===== config.mk =====
export PLATFORM = sky130hd
export DESIGN_NAME = dfmc_front
export DESIGN_NICKNAME = d
export VERILOG_FILES = /design/src/rtl/dfmc_pkg.sv /design/src/rtl/dfmc_front.sv
export SDC_FILE = /design/constraint.sdc
export NUM_CORES = 1
export LEC_CHECK = 0
export BUFFER_PORTS_ARGS = -buffer_cell sky130_fd_sc_hd__buf_2
export CAP_MARGIN = 20
export CORE_MARGIN = 3
export CORE_UTILIZATION = 35
export CTS_CLUSTER_DIAMETER = 40
export DETAILED_ROUTE_END_ITERATION = 10
export PLACE_DENSITY = 0.61
export SETUP_SLACK_MARGIN = 0.1
export SYNTH_ARGS = -nofsm -noshare
export SYNTH_HDL_FRONTEND = slang
export SYNTH_SLANG_ARGS = --single-unit

===== constraint.sdc =====
create_clock -name i_clk -period 15.3 [get_ports i_clk]
set_clock_uncertainty 0.05 [all_clocks]
set_input_delay 3.06 -clock i_clk [delete_from_list [all_inputs] [get_ports i_clk]]
set_output_delay 3.06 -clock i_clk [all_outputs]
set_load 0.02 [all_outputs]

===== src/rtl/dfmc_pkg.sv =====
// ----------------------------------------------------------------------------
// dfmc_pkg
// Shared types, codes and constants of the duplicate-message cache.
// ----------------------------------------------------------------------------
package dfmc_pkg;

    // Bound on the slot count; a 7-bit capacity lets at most 127 hold entries.
    localparam int MAX_SLOTS = 128;

    localparam int DEF_DEPTH         = 64;
    localparam int DEF_KEY_BITS      = 64;
    localparam int DEF_NEIGHBOR_BITS = 32;

    localparam int CFG_INDEX_W = 2;
    localparam int CFG_DATA_W  = 8;

    localparam logic [CFG_INDEX_W-1:0] REG_CAPACITY  = 2'd0;
    localparam logic [CFG_INDEX_W-1:0] REG_DIFFUSION = 2'd1;
    localparam logic [CFG_INDEX_W-1:0] REG_FLOOD     = 2'd2;

    localparam logic [6:0] CAPACITY_RST  = 7'd64;
    localparam logic [7:0] DIFFUSION_RST = 8'd1;
    localparam logic [7:0] FLOOD_RST     = 8'd0;

    localparam logic [1:0] ACT_FLOOD   = 2'd0;
    localparam logic [1:0] ACT_DIFFUSE = 2'd1;

    localparam logic [7:0]  ABSENT_TYPE   = 8'hFF;
    localparam logic [31:0] ABSENT_SENDER = 32'hFFFF_FFFB;

    typedef enum logic [1:0] {
        KIND_FLOOD,
        KIND_DIFFUSE,
        KIND_LOOKUP
    } t_kind;

    typedef enum logic [2:0] {
        ST_IDLE,
        ST_SCAN,
        ST_DRAIN,
        ST_FETCH,
        ST_RESOLVE
    } t_back_state;

    typedef struct packed {
        logic [1:0]  action;
        logic [63:0] digest_key;
        logic [7:0]  message_type;
        logic [31:0] sender;
        logic [31:0] neighbor_mask;
    } t_in_item;

    typedef struct packed {
        logic        found;
        logic [7:0]  stored_type;
        logic [31:0] stored_sender;
        logic [31:0] stored_neighbors;
    } t_out_item;

    // Classified item as it waits in the queue.
    typedef struct packed {
        t_kind       kind;
        logic [63:0] key;
        logic [7:0]  mtype;
        logic [31:0] sender;
        logic [31:0] nbr;
    } t_work;

    typedef struct packed {
        logic [6:0] capacity;        // live capacity, 1 .. min(slot count, 127)
        logic [7:0] diffusion_code;
        logic [7:0] flood_code;
        logic       clear;
    } t_cfg;

    function automatic int slot_count(input int depth);
        return (depth < MAX_SLOTS) ? depth : MAX_SLOTS;
    endfunction

endpackage


===== src/rtl/dfmc_front.sv =====
// ----------------------------------------------------------------------------
// dfmc_front
// Accept input items, classify the action, mask key and bitmap, and hold
// them in a two-entry queue for the back end.
// ----------------------------------------------------------------------------
module dfmc_front import dfmc_pkg::*; #(
    parameter int KEY_BITS      = DEF_KEY_BITS,
    parameter int NEIGHBOR_BITS = DEF_NEIGHBOR_BITS
) (
    input  logic     i_clk,
    input  logic     i_rst_n,
    input  logic     i_in_valid,
    input  t_in_item i_in_data,
    output logic     o_in_stall,
    output logic     o_head_valid,
    output t_work    o_head,
    input  logic     i_pop
);

    localparam int NBR_W = (NEIGHBOR_BITS < 32) ? NEIGHBOR_BITS : 32;
    localparam logic [63:0] KEY_MASK = ~(64'hFFFF_FFFF_FFFF_FFFF << KEY_BITS);
    localparam logic [31:0] NBR_MASK = ~(32'hFFFF_FFFF << NBR_W);

    t_work      r_q [2];
    logic       r_wr_ptr;
    logic       r_rd_ptr;
    logic [1:0] r_count;
    t_work      w_item;
    logic       w_push;

    always_comb begin
        w_item.key    = i_in_data.digest_key & KEY_MASK;
        w_item.mtype  = i_in_data.message_type;
        w_item.sender = i_in_data.sender;
        unique case (i_in_data.action)
            ACT_FLOOD: begin
                w_item.kind = KIND_FLOOD;
                w_item.nbr  = '0;
            end
            ACT_DIFFUSE: begin
                w_item.kind = KIND_DIFFUSE;
                w_item.nbr  = i_in_data.neighbor_mask & NBR_MASK;
            end
            default: begin
                w_item.kind = KIND_LOOKUP;
                w_item.nbr  = '0;
            end
        endcase
    end

    assign o_in_stall   = (r_count == 2'd2);
    assign w_push       = i_in_valid && !o_in_stall;
    assign o_head_valid = (r_count != 2'd0);
    assign o_head       = r_q[r_rd_ptr];

    always_ff @(posedge i_clk) begin
        if (w_push) begin
            r_q[r_wr_ptr] <= w_item;
        end
    end

    always_ff @(posedge i_clk) begin
        if (!i_rst_n) begin
            r_wr_ptr <= 1'b0;
            r_rd_ptr <= 1'b0;
            r_count  <= 2'd0;
        end else begin
            if (w_push) begin
                r_wr_ptr <= !r_wr_ptr;
            end
            if (i_pop) begin
                r_rd_ptr <= !r_rd_ptr;
            end
            r_count <= r_count + {1'b0, w_push} - {1'b0, i_pop};
        end
    end

endmodule


==> metrics.md <==
| Metric | Value |
|---|---|
| Combinational Power Share | `0.164` |
| Power per Cell Area | `between 150 and 200 nW/um^2` |
| Area leader, netlist | `edfxtp_1` |
| Data required, critical path | `about 12 ns` |
| DP Worst Slack | `9.60 ns` |
| Final setup fails | `0` |
| PortBufs | `roughly 280` |
| Die H | `approximately 180 um` |
| Synth cell types | `18` |
| CP delay by family, top | `buffers and inverters` |
| Post-CTS setup buffer count | `0` |
| Die Area | `32000 um^2` |
| Worst R2R End | `r_q[1][9]` |
| H-tree Lvls | `2` |
| Crit-path max FO | `a little over 70` |
| Core Area | `roughly 29000 um^2` |
| Final slew viol count | `0` |
| Mapped Area | `10500 um^2` |
| Final period utilization | `0.402` |
| Buf+Inv Stages, Crit Path | `2` |
| Hold Path Stages | `2` |
| Pint | `1.65 mW` |
| Worst skew pair latency | `0.50 ns` |
| Largest net degree at the start of global routing | `73` |
| WL/cell | `roughly 17 um` |
| RSZ-0062 raised after global routing | `false` |
| Syn nets | `around 640` |
| Slowest cell delay on critical path | `0.96 ns` |
| Critical path class | `flop to output pin` |
| Synth cell count leaders | `edfxtp_1, mux2_2, and2_1, buf_6, dfxtp_1` |
| Setup ws final | `~9 ns` |
| Synth top area share | `0.793` |
| Hold Path Class | `flop to flop` |
| Final wirelength | `approximately 21000 um` |
| Worst-Margin Slew | `1.01 ns` |
| DRT Pass-1 Iters | `4` |
| Post-synth ARST share | `0` |
| Share of cells above drive strength 1 | `0.586` |
| NetSw | `570 uW` |
| Clk buf depth | `3` |
| Reg-to-Reg Start | `r_count[0]` |
| EDFF count, synth | `roughly 280` |
| Root Buffer Master | `clkbuf_16` |
| Post-CTS resize count | `0` |
| Crit. End Element | `output pin` |
| Cts bufs inserted | `39` |
| Synth top area cells | `edfxtp_1, mux2_2, and2_1` |
| Hold path start | `r_rd_ptr` |
| Sequential cell fraction of total power | `0.455` |
| Pwr Total | `~2.2 mW` |
| Slew margin rel. | `0.324` |
| Vias in the first global route | `5473` |
| DRT iter0 DRCs | `slightly below 300` |
| Residual DRC count | `0` |
| GP Congestion | `between 0.6 and 0.7` |
| Worst Hold Margin | `~0.47 ns` |
| Final hold violations | `0` |
| Reg clk slew, reported paths | `~0.050 ns` |
| Antenna violations before repair | `4` |
| R2r setup slk | `~12 ns` |
| R2R cell count | `3` |
| Most frequently used flop master after synthesis | `edfxtp_1` |
| Inserted Diodes | `0` |
| Total Routing Usage GR | `0.123` |
| Chip Width | `179 um` |
| Final setup TNS | `0 ns` |
| Switching part of the total power | `0.257` |
| Setup crit start kind | `flop` |
| Leak | `roughly 5.1 nW` |
| Row cnt | `62` |
| Count leader, synth | `edfxtp_1` |
| Worst path slowest cell | `dfxtp_4` |
| Yosys reg bits | `roughly 280` |
| Layout area overhead | `28.7%` |
| # nets final | `943` |
| Clock share of power | `0.381` |
| Fmax | `between 150 and 200 MHz` |
| VDD IR max | `roughly 110 uV` |
| CTS tree | `done` |
| Post-DP HPWL | `roughly 13000 um` |
| Routed Antenna Nets | `0` |
| Sequential element share of the synthesized area | `0.802` |
| Final Core Density | `0.462` |
| YS warnings | `0` |
| Via density | `about 4.5` |
| Critical path arrival | `slightly above 3 ns` |
| Critical path, cell by cell | `buf_4 > mux2_2 > buf_2` |
| Synthesized area per cell | `~21 um^2` |
| TritonCTS Sinks | `281` |
| First-pass GRT wire length | `between 30000 and 40000 um` |
| CTS Hold Bufs | `0` |
| Max-Cap Viols | `0` |
| Syn Inst Count | `491` |
| Via Count | `~5.4k` |
| Global route overflow | `0` |
| Initial core utilization | `0.359` |
| Post-layout minimum cycle time | `6.15 ns` |
| Run status | `complete, no violations` |
| IO Count | `282` |
[registers in the layout (all words and copies together), names as in the netlist, named ones only]
register  count
r_rd_ptr      1
r_count       2
r_wr_ptr      1
r_q         276
[per-layer routing]
layer  up-vias  GRT usage  routed length [um]
met1      2628      0.154                8370
met3        37     0.0532                2280
met5         -          0                  57
met4         8     0.0373                 369
li1       2530          -                   -
met2       214      0.195                9810
[area by class of cell]
class | count | area, um^2
clock inverter | 21 | 230
fill | 2559 | 15600
timing repair buffer | 286 | 1440
tap | 384 | 480
inverter | 3 | 11.3
clock buffer | 47 | 1010
sequential | 281 | 8390
multi-input combinational | 188 | 1890
[placed cells by master, fill, tap and decap left out, types with 3 or more instances in the layout]
master     synthesis  routed
mux2_2           138     138
inv_1              3       3
clkbuf_16          0      39
nor2_1             4       3
buf_2              2     281
dfxtp_1            5       4
buf_4              0       5
clkbuf_1           3       8
clkinv_2           0       4
clkinv_1           0       5
edfxtp_1         276     276
and2_1            33      33
inv_6              0       5
bufinv_16          0       4
[worst max-delay path by stage]
stage	cells after the start	slack, ns	endpoint	start
floorplan	2	5.73	r_q[0][0]	i_in_valid
finish	3	9.15	o_head[106]	flop
global route	3	8.95	o_head[106]	flop
detailed placement	3	9.60	o_head[10]	flop
CTS	3	9.05	o_head[10]	flop
global placement	3	9.60	o_head[106]	flop
[per-stage QoR]
step	cells	instance area, um^2
3_3_place_gp	1142	12200
6_report	1210	13500
5_1_grt	1210	13500
3_5_place_dp	1142	12200
4_1_cts	1210	13500
2_1_floorplan	491	10500
[power by group through the flow]
stage	Sequential, mW	Clock (mW)	Combinational [mW]
global placement	1.02	0	0.372
CTS	1.01	0.870	0.375
detailed placement	1.03	0	0.373
finish	1.01	0.846	0.364
global route	1.02	0.907	0.395
floorplan	1.03	0	0.250
[worst min-delay path, cell delays in order, from the launching register on]
cell and delay (ns):
dfxtp_1 0.32, xnor2_1 0.09, nor2_1 0.07
[cells by family after synthesis]
logic type,after synthesis,synth area share
flops,281,0.802
simple gates,44,0.0249
xor+xnor,3,0.00251
buf+inv,22,0.0182
mux,139,0.150
fa+ha+maj,2,0.00239
Note: power is estimated with default switching activity, not from simulation.
